File: src/sv/intake_sort_unjam_sequencer_macros.svh
// assertion macros used by the sequencer module
`ifndef INTAKE_SORT_UNJAM_SEQUENCER_MACROS_SVH
`define INTAKE_SORT_UNJAM_SEQUENCER_MACROS_SVH

// same-cycle implication, checked outside reset
`define ISUS_ASSERT_NOW(label, ante, cons) \
    label: assert property (@(posedge clk) disable iff (!rst_n) (ante) |-> (cons)) \
        else $error("sequencer check failed");

// next-cycle implication, checked outside reset
`define ISUS_ASSERT_NEXT(label, ante, cons) \
    label: assert property (@(posedge clk) disable iff (!rst_n) (ante) |=> (cons)) \
        else $error("sequencer check failed");

`endif

File: src/sv/isus_pkg.sv
package isus_pkg;

    // countdown width
    localparam int COUNT_WIDTH = 16;
    // configuration register width
    localparam int CFG_WIDTH = 16;
    localparam int CFG_INDEX_WIDTH = 3;

    typedef logic [COUNT_WIDTH-1:0] count_t;
    typedef logic [CFG_WIDTH-1:0] cfg_word_t;

    typedef enum logic [2:0] {
        MODE_IDLE   = 3'd0,
        MODE_INTAKE = 3'd1,
        MODE_BOTH   = 3'd2,
        MODE_OUT    = 3'd3,
        MODE_QUEUE  = 3'd4,
        MODE_THROW  = 3'd5,
        MODE_UNREV  = 3'd6,
        MODE_UNFWD  = 3'd7
    } mode_t;

    typedef enum logic [1:0] {
        ICMD_NONE = 2'd0,
        ICMD_FWD  = 2'd1,
        ICMD_REV  = 2'd2,
        ICMD_STOP = 2'd3
    } icmd_t;

    typedef enum logic [2:0] {
        CCMD_NONE  = 3'd0,
        CCMD_FWD   = 3'd1,
        CCMD_REV   = 3'd2,
        CCMD_STOP  = 3'd3,
        CCMD_THROW = 3'd4
    } ccmd_t;

    // configuration register indexes
    localparam logic [CFG_INDEX_WIDTH-1:0] CFG_SORT_ENABLED  = 3'd0;
    localparam logic [CFG_INDEX_WIDTH-1:0] CFG_JAM_RECOVERY  = 3'd1;
    localparam logic [CFG_INDEX_WIDTH-1:0] CFG_QUEUE_DELAY   = 3'd2;
    localparam logic [CFG_INDEX_WIDTH-1:0] CFG_THROW_TICKS   = 3'd3;
    localparam logic [CFG_INDEX_WIDTH-1:0] CFG_UNJAM_REVERSE = 3'd4;
    localparam logic [CFG_INDEX_WIDTH-1:0] CFG_UNJAM_FORWARD = 3'd5;

    // reset value of every tick register
    localparam cfg_word_t TICKS_RESET = 16'd10;

    typedef struct packed {
        logic intake_button;
        logic both_button;
        logic reverse_button;
        logic opposite_ring;
        logic conveyor_jammed;
    } isus_in_t;

    typedef struct packed {
        mode_t mode;
        icmd_t intake_cmd;
        ccmd_t conveyor_cmd;
    } isus_out_t;

    typedef struct packed {
        logic      sort_enabled;
        logic      jam_recovery_enable;
        cfg_word_t queue_delay_ticks;
        cfg_word_t throw_ticks;
        cfg_word_t unjam_reverse_ticks;
        cfg_word_t unjam_forward_ticks;
    } isus_cfg_t;

    // fit a tick register value into the countdown width
    function automatic count_t fit_count(input cfg_word_t value);
        logic [COUNT_WIDTH+CFG_WIDTH-1:0] wide;
        wide = {{COUNT_WIDTH{1'b0}}, value};
        return wide[COUNT_WIDTH-1:0];
    endfunction

endpackage

File: src/sv/intake_sort_unjam_sequencer.sv
// channel  | direction | handshake         | payload
// in       | input     | in_valid/in_stall | in_data   (buttons, color flag, jam flag)
// out      | output    | out_valid/out_stall | out_data (mode, intake and conveyor cmd)
// cfg      | input     | cfg_wr_en         | cfg_index, cfg_data
//
// the step logic sits between the mode/count registers and the result register,
// so a transaction can be accepted every cycle while in_stall is low
// one result per transaction, visible the cycle after acceptance
// in_stall rises only while a result is held and out_stall is high
// reset clears mode and countdown and loads the register defaults
module intake_sort_unjam_sequencer
    import isus_pkg::*;
(
    input  logic                       clk,
    input  logic                       rst_n,
    input  logic                       in_valid,
    output logic                       in_stall,
    input  isus_in_t                   in_data,
    output logic                       out_valid,
    input  logic                       out_stall,
    output isus_out_t                  out_data,
    input  logic                       cfg_wr_en,
    input  logic [CFG_INDEX_WIDTH-1:0] cfg_index,
    input  cfg_word_t                  cfg_data
);

`include "intake_sort_unjam_sequencer_macros.svh"

    isus_cfg_t cfg_reg;
    isus_cfg_t cfg_next;
    mode_t     mode_reg;
    mode_t     mode_next;
    count_t    count_reg;
    count_t    count_next;
    logic      out_valid_reg;
    logic      out_valid_next;
    isus_out_t out_data_reg;
    isus_out_t step_result;
    logic      in_accept;

    // accept while the result slot is empty or being drained
    assign in_stall = out_valid_reg & out_stall;
    assign in_accept = in_valid & ~in_stall;

    // configuration writes
    always_comb
    begin
        cfg_next = cfg_reg;
        if (cfg_wr_en)
        begin
            case (cfg_index)
                CFG_SORT_ENABLED:  cfg_next.sort_enabled = cfg_data[0];
                CFG_JAM_RECOVERY:  cfg_next.jam_recovery_enable = cfg_data[0];
                CFG_QUEUE_DELAY:   cfg_next.queue_delay_ticks = cfg_data;
                CFG_THROW_TICKS:   cfg_next.throw_ticks = cfg_data;
                CFG_UNJAM_REVERSE: cfg_next.unjam_reverse_ticks = cfg_data;
                CFG_UNJAM_FORWARD: cfg_next.unjam_forward_ticks = cfg_data;
                default:           cfg_next = cfg_reg;
            endcase
        end
    end

    always_ff @(posedge clk or negedge rst_n)
    begin
        if (!rst_n)
        begin
            cfg_reg.sort_enabled <= 1'b1;
            cfg_reg.jam_recovery_enable <= 1'b1;
            cfg_reg.queue_delay_ticks <= TICKS_RESET;
            cfg_reg.throw_ticks <= TICKS_RESET;
            cfg_reg.unjam_reverse_ticks <= TICKS_RESET;
            cfg_reg.unjam_forward_ticks <= TICKS_RESET;
        end
        else
        begin
            cfg_reg <= cfg_next;
        end
    end

    // transition logic
    isus_step u_step (
        .mode_cur  (mode_reg),
        .count_cur (count_reg),
        .item      (in_data),
        .cfg       (cfg_reg),
        .mode_new  (mode_next),
        .count_new (count_next),
        .result    (step_result)
    );

    assign out_valid_next = in_accept | (out_valid_reg & out_stall);

    // state and result valid
    always_ff @(posedge clk or negedge rst_n)
    begin
        if (!rst_n)
        begin
            mode_reg <= MODE_IDLE;
            count_reg <= '0;
            out_valid_reg <= 1'b0;
        end
        else
        begin
            out_valid_reg <= out_valid_next;
            if (in_accept)
            begin
                mode_reg <= mode_next;
                count_reg <= count_next;
            end
        end
    end

    // result payload
    always_ff @(posedge clk)
    begin
        if (in_accept)
        begin
            out_data_reg <= step_result;
        end
    end

    assign out_valid = out_valid_reg;
    assign out_data = out_data_reg;

    // checks
    `ISUS_ASSERT_NEXT(a_accept_gives_result, in_accept, out_valid)
    `ISUS_ASSERT_NOW(a_result_mode_matches, out_valid, out_data.mode == mode_reg)
    `ISUS_ASSERT_NOW(a_untimed_modes_no_count,
        (mode_reg == MODE_IDLE) || (mode_reg == MODE_INTAKE) || (mode_reg == MODE_BOTH)
        || (mode_reg == MODE_OUT), count_reg == '0)
    `ISUS_ASSERT_NEXT(a_state_holds_without_accept, !in_accept,
        $stable(mode_reg) && $stable(count_reg))

endmodule

File: src/sv/isus_step.sv
module isus_step
    import isus_pkg::*;
(
    input  mode_t     mode_cur,
    input  count_t    count_cur,
    input  isus_in_t  item,
    input  isus_cfg_t cfg,
    output mode_t     mode_new,
    output count_t    count_new,
    output isus_out_t result
);

    logic   sel_valid;
    mode_t  sel_mode;
    icmd_t  sel_icmd;
    ccmd_t  sel_ccmd;
    logic   expired;
    count_t count_dec;
    logic   ib;
    logic   bb;
    logic   rb;
    logic   sort_req;
    logic   jam_req;

    assign ib = item.intake_button;
    assign bb = item.both_button;
    assign rb = item.reverse_button;
    assign sort_req = item.opposite_ring & cfg.sort_enabled;
    assign jam_req = item.conveyor_jammed & cfg.jam_recovery_enable;

    // countdown step
    assign expired = (count_cur <= count_t'(1));
    assign count_dec = expired ? '0 : count_cur - count_t'(1);

    // single-button mode choice, idle when none or several are pressed
    always_comb
    begin
        sel_valid = 1'b1;
        sel_mode = MODE_IDLE;
        sel_icmd = ICMD_STOP;
        sel_ccmd = CCMD_STOP;
        if (ib && !bb && !rb)
        begin
            sel_mode = MODE_INTAKE;
            sel_icmd = ICMD_FWD;
            sel_ccmd = CCMD_NONE;
        end
        else if (bb && !ib && !rb)
        begin
            sel_mode = MODE_BOTH;
            sel_icmd = ICMD_FWD;
            sel_ccmd = CCMD_FWD;
        end
        else if (rb && !ib && !bb)
        begin
            sel_mode = MODE_OUT;
            sel_icmd = ICMD_REV;
            sel_ccmd = CCMD_REV;
        end
        else
        begin
            sel_valid = 1'b0;
        end
    end

    // mode transitions
    always_comb
    begin
        mode_new = mode_cur;
        count_new = count_cur;
        result.intake_cmd = ICMD_NONE;
        result.conveyor_cmd = CCMD_NONE;
        case (mode_cur)
            MODE_IDLE:
            begin
                if (sel_valid)
                begin
                    mode_new = sel_mode;
                    result.intake_cmd = sel_icmd;
                    result.conveyor_cmd = sel_ccmd;
                end
            end
            MODE_INTAKE, MODE_BOTH:
            begin
                if (((mode_cur == MODE_INTAKE) && !ib && !bb)
                    || ((mode_cur == MODE_BOTH) && !bb) || rb)
                begin
                    mode_new = MODE_IDLE;
                    result.intake_cmd = ICMD_STOP;
                    result.conveyor_cmd = CCMD_STOP;
                end
                else if ((mode_cur == MODE_INTAKE) && bb)
                begin
                    mode_new = MODE_BOTH;
                    result.intake_cmd = ICMD_FWD;
                    result.conveyor_cmd = CCMD_FWD;
                end
                else if (sort_req)
                begin
                    mode_new = MODE_QUEUE;
                    count_new = fit_count(cfg.queue_delay_ticks);
                end
                else if (jam_req)
                begin
                    mode_new = MODE_UNREV;
                    count_new = fit_count(cfg.unjam_reverse_ticks);
                    result.intake_cmd = ICMD_REV;
                    result.conveyor_cmd = CCMD_REV;
                end
            end
            MODE_OUT:
            begin
                if (!rb || ib || bb)
                begin
                    mode_new = MODE_IDLE;
                    result.intake_cmd = ICMD_STOP;
                    result.conveyor_cmd = CCMD_STOP;
                end
            end
            MODE_QUEUE:
            begin
                count_new = count_dec;
                if (expired && cfg.sort_enabled)
                begin
                    mode_new = MODE_THROW;
                    count_new = fit_count(cfg.throw_ticks);
                    result.intake_cmd = ICMD_STOP;
                    result.conveyor_cmd = CCMD_THROW;
                end
                else if ((!ib && !bb) || rb || !cfg.sort_enabled)
                begin
                    mode_new = MODE_IDLE;
                    count_new = '0;
                    result.intake_cmd = ICMD_STOP;
                    result.conveyor_cmd = CCMD_STOP;
                end
            end
            MODE_THROW, MODE_UNFWD:
            begin
                count_new = count_dec;
                if (expired || ((mode_cur == MODE_THROW) && !cfg.sort_enabled))
                begin
                    mode_new = sel_mode;
                    count_new = '0;
                    result.intake_cmd = sel_icmd;
                    result.conveyor_cmd = sel_ccmd;
                end
            end
            MODE_UNREV:
            begin
                count_new = count_dec;
                if (expired)
                begin
                    mode_new = MODE_UNFWD;
                    count_new = fit_count(cfg.unjam_forward_ticks);
                    result.intake_cmd = ICMD_FWD;
                    result.conveyor_cmd = CCMD_FWD;
                end
            end
            default:
            begin
                mode_new = MODE_IDLE;
            end
        endcase
        result.mode = mode_new;
    end

endmodule
File: config.mk
export PLATFORM = sky130hd
export DESIGN_NAME = intake_sort_unjam_sequencer
export DESIGN_NICKNAME = d
export VERILOG_FILES = /design/src/sv/isus_pkg.sv /design/src/sv/intake_sort_unjam_sequencer.sv /design/src/sv/isus_step.sv
export VERILOG_INCLUDE_DIRS = /design/src /design/src/sv
export SDC_FILE = /design/constraint.sdc
export NUM_CORES = 1
export LEC_CHECK = 0
export ABC_AREA = 1
export BUFFER_PORTS_ARGS = -buffer_cell sky130_fd_sc_hd__buf_2
export CORE_AREA = 2 2 101 103
export CTS_CLUSTER_DIAMETER = 150
export DETAILED_ROUTE_END_ITERATION = 8
export DIE_AREA = 0 0 103 105
export PLACE_DENSITY = 0.77
export SLEW_MARGIN = 0
export SYNTH_ARGS = -nofsm -noshare
export SYNTH_HDL_FRONTEND = slang
export SYNTH_HIERARCHICAL = 1
export SYNTH_SLANG_ARGS = --single-unit
File: constraint.sdc
create_clock -name clk -period 3.7 [get_ports clk]
set_clock_uncertainty 0.05 [all_clocks]
set_input_delay 0.185 -clock clk [delete_from_list [all_inputs] [get_ports clk]]
set_output_delay 0.185 -clock clk [all_outputs]
set_load 0.01 [all_outputs]
# Word-level counts from Yosys, hierarchy flattened
# Index checks and enable logic that the tools add are counted.
# totals
regBits	94
latchBits	0
ram_bits	0
rom_bits	0
memories	0
# op_classes
add_sub_neg	1
n_mul	0
n_div	0
n_lt_le_gt_ge	1
n_eq_ne	15
n_shift	0
mux	44
bitwise_logic	6
reduce_logical	36
# op_table
cell	count
16-bit two-way mux	9
16-bit one-hot mux with 4 select lines	1
5-bit two-way mux	9
3-bit two-way mux	14
5-bit one-hot mux with 6 select lines	1
3-bit == test, second input constant	6
3-bit one-hot mux with 6 select lines	1
16-bit by 1-bit <= comparator with 1-bit output, second input constant	1
16-bit by 1-bit subtractor with 16-bit output, second input constant	1
1-bit logical AND	13
3-bit by 2-bit == test with 1-bit output, second input constant	4
2-bit AND reduction	6
1-bit logical OR	7
3-bit by 1-bit == test with 1-bit output, second input constant	2
3-bit logical NOT	2
2-bit two-way mux	3
1-bit two-way mux	5
5-bit AND reduction	1
1-bit AND	4
1-bit logical NOT	4
4-bit two-way mux	1
2-bit inequality test, second input constant	2
4-bit nonzero test	1
2-bit OR reduction	2
other kinds (3)	3

# Depth between registers and ports, before layout
# Gate-level depths: netlist of run 1.
# logic_depth
word_depth	8
depth_mapped	14
ltp_nobuf	13

# Hierarchy
# The synthesis of run 1 kept the hierarchy.
# modules_own_cells
mod	instances	cells_per_inst	area_each_um2	seq_area_each_um2
intake_sort_unjam_sequencer	1	391	3677.3	2404.8
isus_step	1	411	1980.6	0.0

# Worst setup path before layout of run 1
# Ideal clock, no wire load.
# synth_path
path_kind	register to register
startpoint	register count_reg[0]
endpoint	register out_data_reg (netlist bit out_data[5]) (data pin)
t_arrival_ps	1763
required_time_ps	3399
slack_ps	1636
path_stages_with_launch	14
n_path_buf	2
path_cell_list	dfrtp_1 > inv_1 > ha_1 > nand2_2 > a21oi_4 > nand2_2 > buf_6 > nand2_4 > nand2_1 > nand2_1 > nand3_1 > nand2_1 > inv_1 > buf_4
# synth_between
elab_chain_cells	4
elab_cells_between_ends	7
cone_classes	order compare (1); mux (4); reduce/logical (2)
# synth_rtl
item	line_no	text
start, declared	intake_sort_unjam_sequencer.sv:33	count_t count_reg;
start signal, assigned	intake_sort_unjam_sequencer.sv:108	count_reg <= count_next;
16-bit by 1-bit <= comparator with 1-bit output *	isus_step.sv:32	assign expired = (count_cur <= count_t'(1));
1-bit logical OR / 1-bit logical AND (equally long branches)	isus_step.sv:141, isus_step.sv:123	
3-bit two-way mux (on tied branches)	isus_step.sv:141, isus_step.sv:123	
3-bit one-hot mux with 6 select lines *	isus_step.sv:73	case (mode_cur)
via mode_next[0]	intake_sort_unjam_sequencer.sv:32	mode_t mode_next;
end signal, assigned	intake_sort_unjam_sequencer.sv:118	out_data_reg <= step_result;
end, declared	intake_sort_unjam_sequencer.sv:37	isus_out_t out_data_reg;
# Mark *: on every way through the listed nets, which the timed path passes. The rest lies on a longest branch.
# A chain may end at the register's enable or synchronous reset.

# Worst setup path in the final report of run 1
# layout_path
startpoint	register count_reg[0]
endpoint	register count_reg[14]
# layout_between
elab_chain_cells	5
elab_cells_between_ends	10
cone_classes	add/sub (1); order compare (1); mux (6); reduce/logical (2)
# layout_rtl
item	line_no	text
16-bit by 1-bit subtractor with 16-bit output / 16-bit by 1-bit <= comparator with 1-bit output (equally long branches)	isus_step.sv:33, isus_step.sv:32	
16-bit two-way mux	isus_step.sv:33	assign count_dec = expired ? '0 : count_cur - count_t'(1);
16-bit two-way mux	isus_step.sv:130	else if ((!ib && !bb) || rb || !cfg.sort_enabled)
16-bit two-way mux	isus_step.sv:123	if (expired && cfg.sort_enabled)
16-bit one-hot mux with 4 select lines *	isus_step.sv:73	
via count_next[14]	intake_sort_unjam_sequencer.sv:34	count_t count_next;
# Marks and branches as above.

==> results of run 1 <==
-- worst max-delay path: cells and delay by family, from the launching register on --
| kind | cells | cell delay, ps |
|---|---|---|
| adder cells (fa/ha/maj) | 1 | 220 |
| buffers and inverters | 1 | 170 |
| AND/OR/NAND/NOR | 8 | 1420 |
| flip-flops | 1 | 440 |
| AO/OA/AOI/OAI | 1 | 320 |
-- metrics by stage --
stage,setup slack [ps],power [mW],utilization
floorplan,1636,3.080,-
global placement,1167,3.384,0.6027
detailed placement,1039,3.454,0.6027
CTS,1002,4.135,0.6299
global route,747.1,4.501,0.6299
finish,948.1,4.182,0.6299
-- layer usage --
| layer | global-route usage | vias to the layer above | part of all wire |
|---|---|---|---|
| met4 | 0.09868 | 0 | 0.020 |
| met3 | 0.05552 | 33 | 0.086 |
| li1 | - | 2572 | - |
| met5 | 0 | - | 0 |
| met2 | 0.4397 | 260 | 0.46 |
| met1 | 0.4257 | 2533 | 0.43 |
-- worst paths after layout --
| check | startpoint | endpoint | cells after the start |
|---|---|---|---|
| max | count_reg[0] | count_reg[14] | 11 |
| min | cfg_data[2] | cfg_reg[34] | 3 |
| max reg2reg | count_reg[0] | count_reg[14] | 11 |
| min reg2reg | cfg_reg[64] | cfg_reg[64] | 2 |
| max in group asynchronous | rst_n | cfg_reg[16] | 2 |
| min in group asynchronous | rst_n | mode_reg[0] | 2 |
-- area by class of cell --
type                    count  area, µm²
fillers                   906       3567
multi-input cells         613       2794
flip-flops and latches     94       2405
repair buffers             46      270.3
inverters                  65      244.0
well taps                 133      166.4
clock buffers              10      148.9
clock inverters             6      43.79
-- timing repair --
item                      in CTS  in global routing
hold endpoints to repair       9                  0
resized for setup              0                  0
hold buffers                   7                  0
-- power groups by stage --
stage               clock [mW]  combinational, mW  sequential (mW)
finish                   0.667               1.97             1.55
global route             0.729               2.19             1.58
CTS                      0.675               1.92             1.54
detailed placement           0               1.90             1.56
global placement             0               1.83             1.55
floorplan                    0               1.58             1.50
-- cells in the final DEF, fill, tap and decap left out, types with 3 or more instances in the layout --
cell type      count
nor2_2             7
inv_1             51
o22ai_1           14
dfrtp_1           76
o21ai_0            6
nand3_1           78
clkbuf_8           9
clkinvlp_4         3
nor2_1            91
nand3_2            6
a21oi_1            4
inv_2             12
nand2_1          341
nand4_1           16
nand2_2           11
dfstp_2           10
dlygate4sd3_1      7
nor2_4             8
edfxtp_1           8
nor3_1             6
buf_2             37
xor2_1             5
-- cells by family (layout without fill, tap and decap cells) --
group / after synthesis / in the layout / synth area share
adder cells (fa/ha/maj): 2 / 2 / 0.004422
XOR/XNOR: 7 / 7 / 0.01084
AO/OA/AOI/OAI: 32 / 32 / 0.03826
flip-flops: 94 / 94 / 0.4250
buffers and inverters: 95 / 127 / 0.08116
AND/OR/NAND/NOR: 572 / 572 / 0.4403
==> qor.csv, run 1 <==
metric,value,unit
1st-iter DRT viols,441,
I/O pins,39,
Vert. Die Dim,105,µm
num rows,36,
dominant cell type by area after synthesis,dfrtp_1,
net switching power,1.953,mW
"EDFF count, synth",8,
CP Class,reg -> reg,
Clk pwr share,0.160,
"flops & latches, synth",94,
Final nets,860,
largest net degree at the start of global routing,87,
Congestion Overflow GR,0,
WL per Instance,15.46,µm
R2R Setup Slk,950,ps
"Cell Count, Final, Fillers Out",967,
Pre-antenna DRT Iters,6,
top cell type's share of synthesized area,0.3361,
Final Hold Violating Endpoints,0,
worst skew pair latency,370,ps
highest cell delay on the worst timing path,440,ps
port bufs,38,
main flop type after synthesis,dfrtp_1,
crit path time final,2752,ps
Int Pwr,2.229,mW
Critical-path top delay cell,dfrtp_1,
final setup fails,0,
final wirelength,14.95,mm
Cell variety after synth,37,
Max Slew Vio Count,0,
# diodes,0,
first-pass GRT wire length,24.86,mm
syn_area_per_cell,7.055,µm²
Layout Area Growth over Synthesis,7.320,%
post-synthesis sequential area ratio,0.4250,
switching share of power,0.4671,
crit-path max FO,20,
Rel. slew slack,0.2839,
CTS root buf,clkbuf_8,
Placed Area,5809,µm²
Hold WS,8.379,ps
Synth top cells by count,"nand2_1, nor2_1, nand3_1, dfrtp_1, inv_1",
Finished Cell Area,6072,µm²
GPL Wtd Cong,1.027,
"antenna viol nets, final",0,
Comb pwr share,0.470,
Synth area leaders,"dfrtp_1, nand2_1, nand3_1, nor2_1, dfstp_2",
Vias,5398,
fraction of layout cells with a size suffix above 1,0.1427,
Post-CTS Setup Bufs,0,
Lkg Pwr,3.255,nW
CTS clock-pin slew for the worst setup and hold paths,100,ps
total core area,9639,µm²
Mapped Area,5658,µm²
DRC Markers,0,
DIE WIDTH,103,µm
Seq pwr share,0.370,
clock buffer count from CTS,9,
Clock Path Buffers,2,
All-Layer GR Usage,0.2933,
Sink Count,94,
power density over cell area,688.8,nW/µm²
post-synthesis net count,833,
vias in the first global route,5065,
CTS tree,yes,
H-tree depth,3,
dpl hpwl,9.820,mm
Max Cap Violations,0,
"Arr. time, crit path",2960,ps
peak supply drop,0.0002789,V
Final period util,0.7438,
Hold WC Path Type,in -> reg,
initial antenna violation count,0,
cells after synthesis,802,
FMAX,0.3634,GHz
routed vias/inst,5.582,
yosys warns,6,
crit path cell chain,"inv_1, ha_1, nand2_2, a21oi_4, nand2_2, nand3_1, nand2_2, nand3b_2, nand3_1, nand2_1, nand2_1",
Critical Path RT,3910,ps
crit end category,flip-flop,
Cells after DPL,944,
initial core utilization,0.5870,
CP most frequent cell,nand2_2,
Die ar.,10820,µm²
outcome,"finished, final reports clean",
"count leader, synth",nand2_1,
Post-synth ARST share,0.9149,
startpoint types,flip-flop,
final setup TNS,0,ps
max reg flops,66,
worst slew pin tran,1074,ps
RSZ-0062 raised after global routing,false,
Power figures use the tool's default switching activity.
==> run 2, diff against run 1 <==
--- a/config.mk
+++ b/config.mk
@@ -6,12 +6,12 @@
 export SDC_FILE = /design/constraint.sdc
 export NUM_CORES = 1
 export LEC_CHECK = 0
-export ABC_AREA = 1
+export ABC_AREA = 0
 export BUFFER_PORTS_ARGS = -buffer_cell sky130_fd_sc_hd__buf_2
-export CORE_AREA = 2 2 101 103
+export CORE_AREA = 2 2 99 101
 export CTS_CLUSTER_DIAMETER = 150
 export DETAILED_ROUTE_END_ITERATION = 8
-export DIE_AREA = 0 0 103 105
+export DIE_AREA = 0 0 101 103
 export PLACE_DENSITY = 0.77
 export SLEW_MARGIN = 0
 export SYNTH_ARGS = -nofsm -noshare
==> constraint.sdc (replaced) <==
create_clock -name clk -period 2.61 [get_ports clk]
set_clock_uncertainty 0.05 [all_clocks]
set_input_delay 0.1305 -clock clk [delete_from_list [all_inputs] [get_ports clk]]
set_output_delay 0.1305 -clock clk [all_outputs]
set_load 0.01 [all_outputs]
==> qor.csv, run 2 <==
metric,value,unit
"commonest non-fill, non-tap cell in the layout",dfrtp_1,
M3 GR Usage,0.04881,
total core area,9459,µm²
Mapped Area,5416,µm²
CTS root buf,clkbuf_8,
H-tree depth,3,
most frequent cells in the layout,"dfrtp_1, mux2_2, buf_2, nor2_1",
final core occ,0.6394,
vias in the first global route,4103,
"Cell Count, Final, Fillers Out",645,
DRC Markers,0,
crit path time final,2443,ps
power density over cell area,913.2,nW/µm²
Layout Area Growth over Synthesis,11.67,%
Max Slew Vio Count,0,
Synth top cells by count,"dfrtp_1, mux2_2, nor2_1, nand2_1, a21oi_1",
Lkg Pwr,2.546,nW
CP Class,reg -> reg,
Vert. Die Dim,103,µm
worst skew pair latency,380,ps
Cells after DPL,612,
"antenna viol nets, final",0,
Final nets,557,
Cell variety after synth,65,
startpoint types,flip-flop,
All-Layer GR Usage,0.2639,
met2 usage,0.4431,
"count leader, synth",dfrtp_1,
final setup fails,0,
Max Cap Violations,0,
crit end category,flip-flop,
Critical Path RT,2820,ps
yosys warns,6,
"EDFF count, synth",8,
Clock Path Buffers,2,
worst slew pin tran,1101,ps
top cell type's share of synthesized area,0.3511,
hold bufs inserted after CTS,17,
final wirelength,12.76,mm
routed vias/inst,6.301,
Congestion Overflow GR,0,
Pwr Total,5.523,mW
main flop type after synthesis,dfrtp_1,
Finished Cell Area,6048,µm²
dominant cell type by area after synthesis,dfrtp_1,
Post-CTS Setup Bufs,0,
highest cell delay on the worst timing path,490,ps
"flops & latches, synth",94,
syn_area_per_cell,11.52,µm²
Rel. slew slack,0.2657,
Final period util,0.9359,
post-synthesis sequential area ratio,0.4440,
Vias,4064,
Post-synth ARST share,0.9149,
Die ar.,10400,µm²
CTS tree,yes,
post-CTS resize count,0,
Critical-path top delay cell,dfrtp_1,
Most Crowded Layer GR,met2,
Final Hold Violating Endpoints,0,
RSZ-0062 raised after global routing,false,
Synth area leaders,"dfrtp_1, mux2_2, mux2_4, dfstp_2, edfxtp_1",
# diodes,0,
WL per Instance,19.78,µm
largest net degree at the start of global routing,87,
clock buffer count from CTS,9,
I/O pins,39,
DIE WIDTH,101,µm
port bufs,38,
CTS clock-pin slew for the worst setup and hold paths,90,ps
dpl hpwl,8.391,mm
1st-iter DRT viols,278,
outcome,"finished, final reports clean",
num rows,36,
Crit path max-delay family,simple AND/OR/NAND/NOR gates,
max reg flops,66,
first-pass GRT wire length,21.16,mm
post-synthesis net count,501,
fraction of layout cells with a size suffix above 1,0.3522,
Hold WC Path Type,in -> reg,
FMAX,0.4094,GHz
crit path cell chain,"nor4_4, nand4_2, nor2_1, a21oi_1, or3_1, mux2_2",
initial antenna violation count,0,
Placed Area,5670,µm²
cells after synthesis,470,
"Arr. time, crit path",2660,ps
initial core utilization,0.5726,
fillers,750,
Pre-antenna DRT Iters,6,
GRT met1 Usage,0.3468,
Sink Count,94,
GPL Wtd Cong,0.9104,
peak supply drop,0.0005796,V
crit-path max FO,8,
final setup TNS,0,ps
Bufs and invs on worst path,0,
==> run 2: final cells by class <==
cell class | count | area (µm²) | share of cell area
Clock inverter | 5 | 55.05 | 0.009102
Tap cell | 114 | 142.6 | 0.02358
Timing Repair Buffer | 80 | 550.5 | 0.09102
Sequential cell | 94 | 2405 | 0.3976
Clock buffer | 11 | 152.6 | 0.02524
Multi-Input combinational cell | 335 | 2720 | 0.4497
Inverter | 6 | 22.52 | 0.003724
==> run 2: kinds of logic after synthesis <==
group,Yosys count,synth area share
and+or+nand+nor,120,0.1227
muxes,102,0.2220
AOI/OAI and AO/OA,98,0.1312
DFF,94,0.4440
buffers and inverters,41,0.05452
xor gates and xnor gates,13,0.02102
adders and majority gates,2,0.004619
==> run 2: layer usage <==
layer,vias up,wire [µm]
met5,-,0
met4,0,280
met3,26,667
met2,136,6241
met1,2037,5571
li1,1865,-
==> run 2: power breakdown <==
group | total [mW] | internal, mW | switching (mW)
sequential | 2.29 | 1.91 | 0.379
clock | 1.01 | 0.500 | 0.514
combinational | 2.22 | 1.08 | 1.14
total | 5.52 | 3.49 | 2.03
==> run 2: metrics by stage <==
stage	hold slack, ps	setup WS [ps]
floorplan	-215.1	270.4
global placement	284.8	199.1
detailed placement	295.4	177.1
CTS	4.113	153.8
global route	24.52	47.62
finish	9.801	167.4
==> run 2: path summary, 6_finish.rpt <==
| path | cells past startpoint | slack (ps) | from | end |
|---|---|---|---|---|
| setup / recovery | 6 | 170 | count_reg[2] | mode_reg[2] |
| hold reg to reg | 1 | 470 | cfg_reg[14] | cfg_reg[14] |
| min in group asynchronous | 2 | 400 | rst_n | mode_reg[1] |
| hold / removal | 2 | 10 | cfg_data[0] | cfg_reg[65] |
| setup reg to reg | 6 | 170 | count_reg[2] | mode_reg[2] |
| max in group asynchronous | 2 | 1350 | rst_n | cfg_reg[18] |
